<file path="src/sv/alliw_pkg.sv">
// Package for the array-backed linked list: sizes, codes, payload and
// control structs. No dependencies.
package alliw_pkg;

   localparam int NODES = 16;
   localparam int SLOT_W = $clog2(NODES);
   localparam int CNT_W = $clog2(NODES + 1);
   localparam int SLOT_FIELD_W = 4;

   typedef enum logic [1:0] {
      CMD_HEAD  = 2'd0,
      CMD_AFTER = 2'd1,
      CMD_TAIL  = 2'd2,
      CMD_READ  = 2'd3
   } cmd_type;

   typedef enum logic [1:0] {
      ERR_NONE = 2'd0,
      ERR_FULL = 2'd1,
      ERR_PRED = 2'd2
   } err_type;

   typedef struct packed {
      cmd_type                 cmd;
      logic [3:0]              after_slot;
      logic signed [31:0]      price;
      logic [63:0]             name_code;
      logic [7:0]              status_code;
   } req_type;

   typedef struct packed {
      logic [SLOT_FIELD_W-1:0] slot;
      logic signed [31:0]      out_price;
      logic [63:0]             out_name;
      logic [7:0]              out_status;
      logic                    valid_res;
      err_type                 error;
      logic                    last;
   } rsp_type;

   typedef struct packed {
      logic              is_end;
      logic [SLOT_W-1:0] next;
   } link_type;

   typedef struct packed {
      logic signed [31:0] price;
      logic [63:0]        name;
      logic [7:0]         status;
   } node_type;

   typedef enum logic [2:0] {
      ST_IDLE,
      ST_DECODE,
      ST_WALK,
      ST_LINK_NEW,
      ST_LINK_PRED,
      ST_READ
   } state_type;

   typedef enum logic [1:0] {
      CUR_HOLD,
      CUR_HEAD,
      CUR_AFTER,
      CUR_NEXT
   } cur_sel_type;

   typedef enum logic [2:0] {
      RSP_OK,
      RSP_FULL,
      RSP_BAD,
      RSP_EMPTY,
      RSP_NODE
   } rsp_sel_type;

   typedef struct packed {
      logic        cap_req;
      cur_sel_type cur_sel;
      logic        n_clr;
      logic        n_inc;
      logic        head_ins;
      logic        link_new;
      logic        link_pred;
      logic        emit;
      rsp_sel_type rsp_sel;
   } ctl_type;

   typedef struct packed {
      cmd_type cmd;
      logic    empty;
      logic    full;
      logic    bad_pred;
      logic    walk_stop;
      logic    out_free;
   } sts_type;

endpackage

</file>
<file path="src/sv/alliw_dp.sv">
// Datapath of the linked list: request register, head and fill count,
// link and node memories, walk cursor and result register. Uses alliw_pkg.
module alliw_dp (
   input  logic             clock,
   input  logic             reset,
   input  alliw_pkg::req_type req_data,
   input  alliw_pkg::ctl_type ctl,
   output alliw_pkg::sts_type sts,
   output logic             rsp_valid,
   input  logic             rsp_ready,
   output alliw_pkg::rsp_type rsp_data
);
   import alliw_pkg::*;

   req_type            req_ff;
   logic [SLOT_W-1:0]  head_ff, head_in;
   logic               empty_ff, empty_in;
   logic [CNT_W-1:0]   cnt_ff, cnt_in;
   logic [SLOT_W-1:0]  cur_ff, cur_in;
   logic [SLOT_W-1:0]  n_ff, n_in;
   link_type           link_mem [NODES];
   link_type           link_rd_ff;
   node_type           node_mem [NODES];
   node_type           node_rd_ff;
   logic               rd_en;
   logic               link_we;
   logic [SLOT_W-1:0]  link_wa;
   link_type           link_wd;
   logic               node_we;
   node_type           node_wd;
   logic [SLOT_W-1:0]  new_slot;
   rsp_type            rsp_ff, rsp_in;
   logic               rsp_valid_ff, rsp_valid_in;

   assign new_slot = cnt_ff[SLOT_W-1:0];

   always_comb begin
      sts.cmd       = req_ff.cmd;
      sts.empty     = empty_ff;
      sts.full      = (cnt_ff == CNT_W'(NODES));
      sts.bad_pred  = (CNT_W'(req_ff.after_slot) >= cnt_ff);
      sts.walk_stop = link_rd_ff.is_end ||
                      (CNT_W'(link_rd_ff.next) >= CNT_W'(NODES)) ||
                      (n_ff == SLOT_W'(NODES - 1));
      sts.out_free  = !rsp_valid_ff || rsp_ready;
   end

   always_comb begin
      case (ctl.cur_sel)
         CUR_HEAD:  cur_in = head_ff;
         CUR_AFTER: cur_in = SLOT_W'(req_ff.after_slot);
         CUR_NEXT:  cur_in = link_rd_ff.next;
         default:   cur_in = cur_ff;
      endcase
      rd_en = (ctl.cur_sel != CUR_HOLD);
      if (ctl.n_clr) begin
         n_in = '0;
      end else if (ctl.n_inc) begin
         n_in = n_ff + SLOT_W'(1);
      end else begin
         n_in = n_ff;
      end
   end

   always_comb begin
      link_we = ctl.head_ins || ctl.link_new || ctl.link_pred;
      link_wa = new_slot;
      link_wd = link_rd_ff;
      if (ctl.head_ins) begin
         link_wd.is_end = empty_ff;
         link_wd.next   = empty_ff ? '0 : head_ff;
      end else if (ctl.link_pred) begin
         link_wa        = cur_ff;
         link_wd.is_end = 1'b0;
         link_wd.next   = new_slot;
      end
      node_we        = ctl.head_ins || ctl.link_new;
      node_wd.price  = req_ff.price;
      node_wd.name   = req_ff.name_code;
      node_wd.status = req_ff.status_code;
   end

   always_comb begin
      head_in  = head_ff;
      empty_in = empty_ff;
      cnt_in   = cnt_ff;
      if (ctl.head_ins) begin
         head_in  = new_slot;
         empty_in = 1'b0;
      end
      if (ctl.head_ins || ctl.link_pred) begin
         cnt_in = cnt_ff + CNT_W'(1);
      end
   end

   always_comb begin
      rsp_in = '0;
      rsp_in.last = 1'b1;
      case (ctl.rsp_sel)
         RSP_OK: begin
            rsp_in.slot      = SLOT_FIELD_W'(new_slot);
            rsp_in.valid_res = 1'b1;
         end
         RSP_FULL: rsp_in.error = ERR_FULL;
         RSP_BAD:  rsp_in.error = ERR_PRED;
         RSP_NODE: begin
            rsp_in.slot       = SLOT_FIELD_W'(cur_ff);
            rsp_in.out_price  = node_rd_ff.price;
            rsp_in.out_name   = node_rd_ff.name;
            rsp_in.out_status = node_rd_ff.status;
            rsp_in.valid_res  = 1'b1;
            rsp_in.last       = sts.walk_stop;
         end
         default: rsp_in.error = ERR_NONE;
      endcase
      if (ctl.emit) begin
         rsp_valid_in = 1'b1;
      end else if (rsp_ready) begin
         rsp_valid_in = 1'b0;
      end else begin
         rsp_valid_in = rsp_valid_ff;
      end
   end

   always_ff @(posedge clock) begin
      if (reset) begin
         head_ff      <= '0;
         empty_ff     <= 1'b1;
         cnt_ff       <= '0;
         rsp_valid_ff <= 1'b0;
      end else begin
         head_ff      <= head_in;
         empty_ff     <= empty_in;
         cnt_ff       <= cnt_in;
         rsp_valid_ff <= rsp_valid_in;
      end
   end

   always_ff @(posedge clock) begin
      if (ctl.cap_req) begin
         req_ff <= req_data;
      end
      if (ctl.emit) begin
         rsp_ff <= rsp_in;
      end
      cur_ff <= cur_in;
      n_ff   <= n_in;
   end

   always_ff @(posedge clock) begin
      if (link_we) begin
         link_mem[link_wa] <= link_wd;
      end
      if (rd_en) begin
         link_rd_ff <= link_mem[cur_in];
      end
   end

   always_ff @(posedge clock) begin
      if (node_we) begin
         node_mem[new_slot] <= node_wd;
      end
      if (rd_en) begin
         node_rd_ff <= node_mem[cur_in];
      end
   end

   assign rsp_valid = rsp_valid_ff;
   assign rsp_data  = rsp_ff;

   a_cnt_bound: assert property (@(posedge clock) disable iff (reset)
      cnt_ff <= CNT_W'(NODES))
      else $error("fill count beyond node count");

   a_empty_cnt: assert property (@(posedge clock) disable iff (reset)
      empty_ff == (cnt_ff == '0))
      else $error("empty flag disagrees with fill count");

   a_emit_free: assert property (@(posedge clock) disable iff (reset)
      ctl.emit |-> sts.out_free)
      else $error("result loaded over a pending one");

   a_link_room: assert property (@(posedge clock) disable iff (reset)
      (ctl.head_ins || ctl.link_pred) |-> !sts.full)
      else $error("node added to a full list");

endmodule

</file>
<file path="src/sv/alliw_ctrl.sv">
// Controller of the linked list: decodes the request and steps the walk,
// link and read out sequence. Uses alliw_pkg.
module alliw_ctrl (
   input  logic             clock,
   input  logic             reset,
   input  logic             req_valid,
   output logic             req_ready,
   input  alliw_pkg::sts_type sts,
   output alliw_pkg::ctl_type ctl
);
   import alliw_pkg::*;

   state_type state_ff, state_in;

   always_ff @(posedge clock) begin
      if (reset) begin
         state_ff <= ST_IDLE;
      end else begin
         state_ff <= state_in;
      end
   end

   always_comb begin
      state_in    = state_ff;
      req_ready   = 1'b0;
      ctl         = '0;
      ctl.cur_sel = CUR_HOLD;
      ctl.rsp_sel = RSP_OK;
      case (state_ff)
         ST_IDLE: begin
            req_ready = 1'b1;
            if (req_valid) begin
               ctl.cap_req = 1'b1;
               state_in    = ST_DECODE;
            end
         end
         ST_DECODE: begin
            if (sts.out_free) begin
               if (sts.cmd == CMD_READ) begin
                  if (sts.empty) begin
                     ctl.emit    = 1'b1;
                     ctl.rsp_sel = RSP_EMPTY;
                     state_in    = ST_IDLE;
                  end else begin
                     ctl.cur_sel = CUR_HEAD;
                     ctl.n_clr   = 1'b1;
                     state_in    = ST_READ;
                  end
               end else if (sts.full) begin
                  ctl.emit    = 1'b1;
                  ctl.rsp_sel = RSP_FULL;
                  state_in    = ST_IDLE;
               end else if (sts.cmd == CMD_HEAD || (sts.cmd == CMD_TAIL && sts.empty)) begin
                  ctl.head_ins = 1'b1;
                  ctl.emit     = 1'b1;
                  ctl.rsp_sel  = RSP_OK;
                  state_in     = ST_IDLE;
               end else if (sts.cmd == CMD_AFTER) begin
                  if (sts.bad_pred) begin
                     ctl.emit    = 1'b1;
                     ctl.rsp_sel = RSP_BAD;
                     state_in    = ST_IDLE;
                  end else begin
                     ctl.cur_sel = CUR_AFTER;
                     state_in    = ST_LINK_NEW;
                  end
               end else begin
                  ctl.cur_sel = CUR_HEAD;
                  ctl.n_clr   = 1'b1;
                  state_in    = ST_WALK;
               end
            end
         end
         ST_WALK: begin
            if (sts.walk_stop) begin
               state_in = ST_LINK_NEW;
            end else begin
               ctl.cur_sel = CUR_NEXT;
               ctl.n_inc   = 1'b1;
            end
         end
         ST_LINK_NEW: begin
            ctl.link_new = 1'b1;
            state_in     = ST_LINK_PRED;
         end
         ST_LINK_PRED: begin
            if (sts.out_free) begin
               ctl.link_pred = 1'b1;
               ctl.emit      = 1'b1;
               ctl.rsp_sel   = RSP_OK;
               state_in      = ST_IDLE;
            end
         end
         ST_READ: begin
            if (sts.out_free) begin
               ctl.emit    = 1'b1;
               ctl.rsp_sel = RSP_NODE;
               if (sts.walk_stop) begin
                  state_in = ST_IDLE;
               end else begin
                  ctl.cur_sel = CUR_NEXT;
                  ctl.n_inc   = 1'b1;
               end
            end
         end
         default: begin
            state_in = ST_IDLE;
         end
      endcase
   end

endmodule

</file>
<file path="src/sv/array_linked_list_insert_walk_top.sv">
// Top level of the array-backed singly linked list.
// Joins alliw_ctrl and alliw_dp; uses alliw_pkg.
//
//   channel  direction  payload         handshake
//   req      in         req_type        req_valid / req_ready
//   rsp      out        rsp_type        rsp_valid / rsp_ready
//
// A request is registered and decoded. Head insert, full and bad predecessor
// load their result in decode; insert after goes on through the link new and
// link pred states, and tail insert first walks to the tail. Synchronous reset
// empties the list. Read out loads one node per cycle from the link and node
// memories while rsp_ready stays high. A stalled result holds the sequence;
// the next request is taken once the last result is loaded and the block idles.
module array_linked_list_insert_walk_top (
   input  logic             clock,
   input  logic             reset,
   input  logic             req_valid,
   output logic             req_ready,
   input  alliw_pkg::req_type req_data,
   output logic             rsp_valid,
   input  logic             rsp_ready,
   output alliw_pkg::rsp_type rsp_data
);
   import alliw_pkg::*;

   ctl_type ctl;
   sts_type sts;

   alliw_ctrl u_ctrl (
      .clock     (clock),
      .reset     (reset),
      .req_valid (req_valid),
      .req_ready (req_ready),
      .sts       (sts),
      .ctl       (ctl)
   );

   alliw_dp u_dp (
      .clock     (clock),
      .reset     (reset),
      .req_data  (req_data),
      .ctl       (ctl),
      .sts       (sts),
      .rsp_valid (rsp_valid),
      .rsp_ready (rsp_ready),
      .rsp_data  (rsp_data)
   );

endmodule
</file>
<file path="config.mk">
export PLATFORM = sky130hd
export DESIGN_NAME = array_linked_list_insert_walk_top
export DESIGN_NICKNAME = d
export VERILOG_FILES = /design/src/sv/alliw_pkg.sv /design/src/sv/alliw_dp.sv /design/src/sv/alliw_ctrl.sv /design/src/sv/array_linked_list_insert_walk_top.sv
export SDC_FILE = /design/constraint.sdc
export NUM_CORES = 2
export LEC_CHECK = 0
export BUFFER_PORTS_ARGS = -buffer_cell sky130_fd_sc_hd__buf_2
export CELL_PAD_IN_SITES_DETAIL_PLACEMENT = 0
export CELL_PAD_IN_SITES_GLOBAL_PLACEMENT = 1
export CORE_MARGIN = 2
export CORE_UTILIZATION = 50
export DETAILED_ROUTE_END_ITERATION = 12
export GPL_TIMING_DRIVEN = 1
export PLACE_DENSITY_LB_ADDON = 0.1
export SLEW_MARGIN = 25
export SYNTH_ARGS = -nofsm -noshare
export SYNTH_HDL_FRONTEND = slang
export SYNTH_HIERARCHICAL = 1
export SYNTH_SLANG_ARGS = --single-unit
</file>
<file path="constraint.sdc">
create_clock -name clock -period 29.5 [get_ports clock]
set_input_delay 5.9 -clock clock [delete_from_list [all_inputs] [get_ports clock]]
set_output_delay 5.9 -clock clock [all_outputs]
set_load 0.05 [all_outputs]
</file>
# Word level (Yosys, flattened, before mapping)
# Memory sizes are Yosys's and may differ from the RTL's. A register that Yosys moved wholly into a read port is not among the register bits.
# Index checks and enable logic that the tools add are counted.
# totals
reg_bits,244
n_memories,2
in_bits,114
elab_cells,124
mem_bits_rw,1744
out_inout_bits,114
# classes
eq_ne,22
magnitude_cmp,1
add_sub_neg,2
reduce_logical,15
n_mux,63
# memory_table
name,depth,word_bits,read_ports,rd_clocked_by_memory_dff,wr,line,text
u_dp.node_mem,16,104,1,1,1,alliw_dp.sv:23,node_type node_mem [NODES];
u_dp.link_mem,16,5,1,1,1,alliw_dp.sv:21,link_type link_mem [NODES];
# ops
operator,n
$mux W3,15
$mux W4,11
$pmux W4 S3,2
$mux W1,21
$pmux W3 S6,1
$mux W5,3
$mux W2,6
$ne A2 B2 Y1 const B,6
$eq A3 B2 Y1 const B,3
$eq A3 B3 Y1 const B,3
$eq A2 B2 Y1 const B,4
$pmux W4 S2,1
$eq A3 B1 Y1 const B,2
$logic_not A3 Y1,2
$logic_or A1 B1 Y1,6
$pmux W2 S3,1
$reduce_and A6 Y1,1
$add A5 B1 Y5 const B,1
$eq A5 B5 Y1 const B,1
$ge A4 B5 Y1,1
$add A4 B1 Y4 const B,1
$eq A2 B1 Y1 const B,2
$eq A4 B4 Y1 const B,1
$pmux W2 S2,1
6 further kinds,7

# Logic depth before layout (Yosys ltp)
# logic_depth
ltp_word,12
depth_mapped,17
depth_no_buf,14

# Modules after synthesis
# Netlist, hierarchy kept.
# modules_own_cells
module,n_inst,seq_area_each_um2,area_each_um2,cells_each
alliw_dp,1,62690.1,79133.4,4243
alliw_ctrl,1,60.1,397.9,57

# Least setup slack after synthesis
# Ideal clock, no wire load.
# synth_path
kind,input port to flip-flop
startpoint,input rsp_ready
endpoint,"register u_dp.rsp_ff (netlist bit u_dp/rsp_data[0]), enable pin"
setup_ps,740
n_path_buf,0
required_ps,28760
arrival_time_ps,14252
path_slack_ps,14508
path_stages,4
cell_sequence,nand2b_1 > and2b_1 > o211ai_1 > o21ai_0
# synth_rtl
element,line,text
from (decl),array_linked_list_insert_walk_top.sv:21,"input logic rsp_ready,"
to (signal assigned),alliw_dp.sv:144,rsp_ff <= rsp_in;
to (decl),alliw_dp.sv:32,"rsp_type rsp_ff, rsp_in;"

==> summary.md <==
| Metric | Value |
|---|---|
| FF+latch count, synth | `2,097` |
| Total power | `7.92 mW` |
| Worst Path Max Fanout | `57` |
| Core ar. | `158,000 um^2` |
| Die width | `403 um` |
| Area delta synth->final | `12.0%` |
| Post-CTS resize count | `0` |
| Minimum clock period | `12,090 ps` |
| WHS Path Cells | `2` |
| Number of synthesized flops with an enable pin | `2,075` |
| Die height | `403 um` |
| H-tree levels | `4` |
| Max Fclk | `0.0827 GHz` |
| All-Layer GR Usage | `0.230` |
| R2R depth | `18` |
| Power Density | `88.9 nW/um^2` |
| ANT nets after route | `0` |
| CTS max path bufs | `3` |
| Max-cap violation count | `0` |
| Post-DP HPWL | `88.1 mm` |
| Nets | `4,689` |
| Via count | `39,700` |
| DRC | `0` |
| Routed WL | `189 mm` |
| CTS Hold Bufs | `0` |
| Post-synth ARST share | `0` |
| # fillers | `12,200` |
| Worst Skew | `29.2 ps` |
| Hold Path End | `u_dp/cnt_ff[4]` |
| Clock-pin slew on the worst setup and hold paths | `60 ps` |
| TritonRoute pass-1 iters | `5` |
| Hold Startpoint | `u_dp/cnt_ff[4]` |
| CTS tree | `yes` |
| Sequential share of the synthesized area | `0.789` |
| Tcrit/Tclk final | `0.410` |
| Synth cell types | `52` |
| Critical Path RT | `30,010 ps` |
| Crit path launch type | `input port` |
| Syn_area_per_cell | `18.5 um^2` |
| Max Slew Vio Count | `0` |
| Synthesized cell area | `79,500 um^2` |
| RSZ-0062 raised after global routing | `false` |
| TritonCTS Buffers | `209` |
| Initial Util | `0.503` |
| R2r setup slk | `21,880 ps` |
| Worst-margin pin slew | `1160 ps` |
| Largest net degree at the start of global routing | `139` |
| CP peak stage delay | `870 ps` |
| Hold Crit Class | `flip-flop to flip-flop` |
| Synthesized Nets | `4,423` |
| First-pass GRT wire length | `272 mm` |
| Bufs and invs on worst path | `5` |
| TNS Setup | `0 ps` |
| CP endpoint kind | `flip-flop` |
| VDD IR max | `0.0000873 V` |
| Worst-Skew Late Latency | `820 ps` |
| LEAKAGE | `29.2 nW` |
| Number of global-route vias before repair | `39,300` |
| Top-level I/O count | `228` |
| Relative slew margins | `0.226` |
| DR iter-0 viols | `3,571` |
| R2r startpoint | `u_dp/cnt_ff[1]` |
| Outcome | `finished clean` |
| Crit-path cells | `buf_2 > nand2b_1 > and4b_4 > o21bai_1 > o31ai_1 > mux4_4 > buf_4 > buf_4 > buf_4 > buf_4 > mux2i_1 > o22ai_1 > o21ai_1 > o21ai_1` |
| Post CTS Setup Buffer Count | `0` |
| Initial antenna violation count | `4` |
| CTS sink count | `2,097` |
| CP top delay family | `buffers and inverters` |
| Grt total ovfl | `0` |
| Root Driver | `clkbuf_16` |
| Most common cell on crit path | `buf_4` |
| Port bufs | `227` |
| Final setup viols | `0` |
| Full die area | `162,000 um^2` |
| Placer Congestion | `0.745` |
| WL/cell | `27.7 um` |
| RR Endpoint | `u_dp/node_rd_ff[57]` |
| Crit path DAT | `12,610 ps` |
| Endpoints failing hold | `0` |
| Slowest cell on the critical path | `buf_4` |
| Rows | `146` |
| Setup CP Type | `input port to flip-flop` |
| Synth Flop Type | `edfxtp_1` |
| Share of cells above drive strength 1 | `0.135` |
| N_diodes | `0` |
| Mean number of vias per cell | `5.82` |
| Post-synthesis cell count | `4,300` |
| Yosys synthesis warning count | `6` |
-- stage by stage --
step,utilization,area [um^2],setup slack (ps),hold WS [ps],instances
finish,0.563,89100,17410,524,6818
global route,0.563,89100,17020,563,6818
CTS,0.563,89000,17490,516,6817
detailed placement,0.521,82300,16610,507,6426
global placement,0.521,82300,16670,496,6426
floorplan,-,79500,14510,467,4300
-- cells in the final DEF (no fill, tap or decap), drive strengths merged, types with 3 or more instances in the layout --
cell	count
a31oi	3
nand3	3
clkinvlp	4
a21oi	10
bufinv	17
nor2b	4
and4b	3
nor2	161
and3	105
mux2i	885
clkbuf	260
nor3b	6
ha	9
a21o	4
nor3	11
inv	22
clkinv	100
and2	3
buf	307
nand2	21
nand2b	6
mux4	4
dfxtp	22
edfxtp	2075
xnor2	4
o21ai	237
o22ai	436
-- kinds of logic after synthesis --
logic type,share of synthesized area
flops,0.789
mux,0.113
compound gates,0.0523
simple gates,0.0209
buf+inv,0.0232
fa+ha+maj,0.00142
xor+xnor,0.000661
-- area by class of cell --
cell class,count,area [um^2],share of cell area
well taps,2072,2590,0.0291
clock inverters,131,1130,0.0127
repair buffers,307,1880,0.0211
flip-flops and latches,2097,62800,0.705
clock buffers,260,5560,0.0624
inverters,12,45.0,0.000506
multi-input cells,1939,15100,0.170
-- worst register-to-register path: stages (launching register included) --
cell     delay [ps]
dfxtp_1         540
inv_1           220
ha_1            320
a21o_1          160
a21o_1          180
a21oi_1         160
nor2_1           80
or3_1           360
o21ai_0         220
buf_4           200
mux4_4          700
buf_4           870
buf_4           850
buf_4           900
buf_4           880
mux2i_1         310
o22ai_1         100
o21ai_1         200
o21ai_1          90
-- sequential cells by signal, indices dropped and copies added, names as in the netlist --
name	flops
u_dp/node_mem	1664
u_dp/rsp_data	112
u_dp/node_rd_ff	104
u_dp/node_wd	104
u_dp/link_mem	80
u_dp/cnt_ff	5
u_dp/link_rd_ff	5
u_dp/cur_ff	4
u_dp/head_ff	4
u_dp/n_ff	4
u_dp/req_ff	4
u_ctrl/state_ff	3
u_dp/sts	2
u_dp/empty_ff	1
u_dp/rsp_valid	1
-- per-layer routing --
| metal | GRT usage | up-vias | share of wire |
|---|---|---|---|
| met1 | 0.326 | 20700 | 0.45 |
| met5 | 0 | - | 0.00016 |
| met3 | 0.0305 | 234 | 0.047 |
| met2 | 0.381 | 1003 | 0.49 |
| li1 | - | 17800 | - |
| met4 | 0.0511 | 4 | 0.017 |
-- where the power goes --
part           total (mW)  switching [mW]  leakage, nW  internal [mW]
Clock                2.59            1.10         3.28           1.48
Combinational        1.81            1.16         6.91          0.650
Sequential           3.52          0.0787         19.0           3.44
Total                7.92            2.34         29.2           5.57
-- Yosys cell counts (10+ instances only) --
master	instances	share of area
o21ai_0	19	0.0012
o22ai_1	426	0.034
o22ai_2	10	0.0016
buf_6	90	0.013
and3_1	105	0.0083
edfxtp_1	2075	0.78
buf_2	41	0.0026
nand2_1	21	0.00099
nor3_1	11	0.00069
inv_1	12	0.00057
clkbuf_1	99	0.0047
mux2i_1	885	0.11
nor2_1	161	0.0076
buf_4	12	0.0011
o21ai_1	218	0.014
dfxtp_1	22	0.0055
-- worst max-delay path by stage --
| stage | from | to | slack [ps] | cells after the start |
|---|---|---|---|---|
| after floorplan | rsp_ready | u_dp/rsp_data[0] | 14510 | 4 |
| after global placement | rsp_ready | u_dp/node_rd_ff[56] | 16670 | 14 |
| after detailed placement | rsp_ready | u_dp/node_rd_ff[59] | 16610 | 14 |
| after CTS | rsp_ready | u_dp/node_rd_ff[55] | 17490 | 14 |
| after global routing | rsp_ready | u_dp/node_rd_ff[59] | 17020 | 15 |
| final | rsp_ready | u_dp/node_rd_ff[57] | 17410 | 14 |
Note: power is estimated with default switching activity, not from simulation.
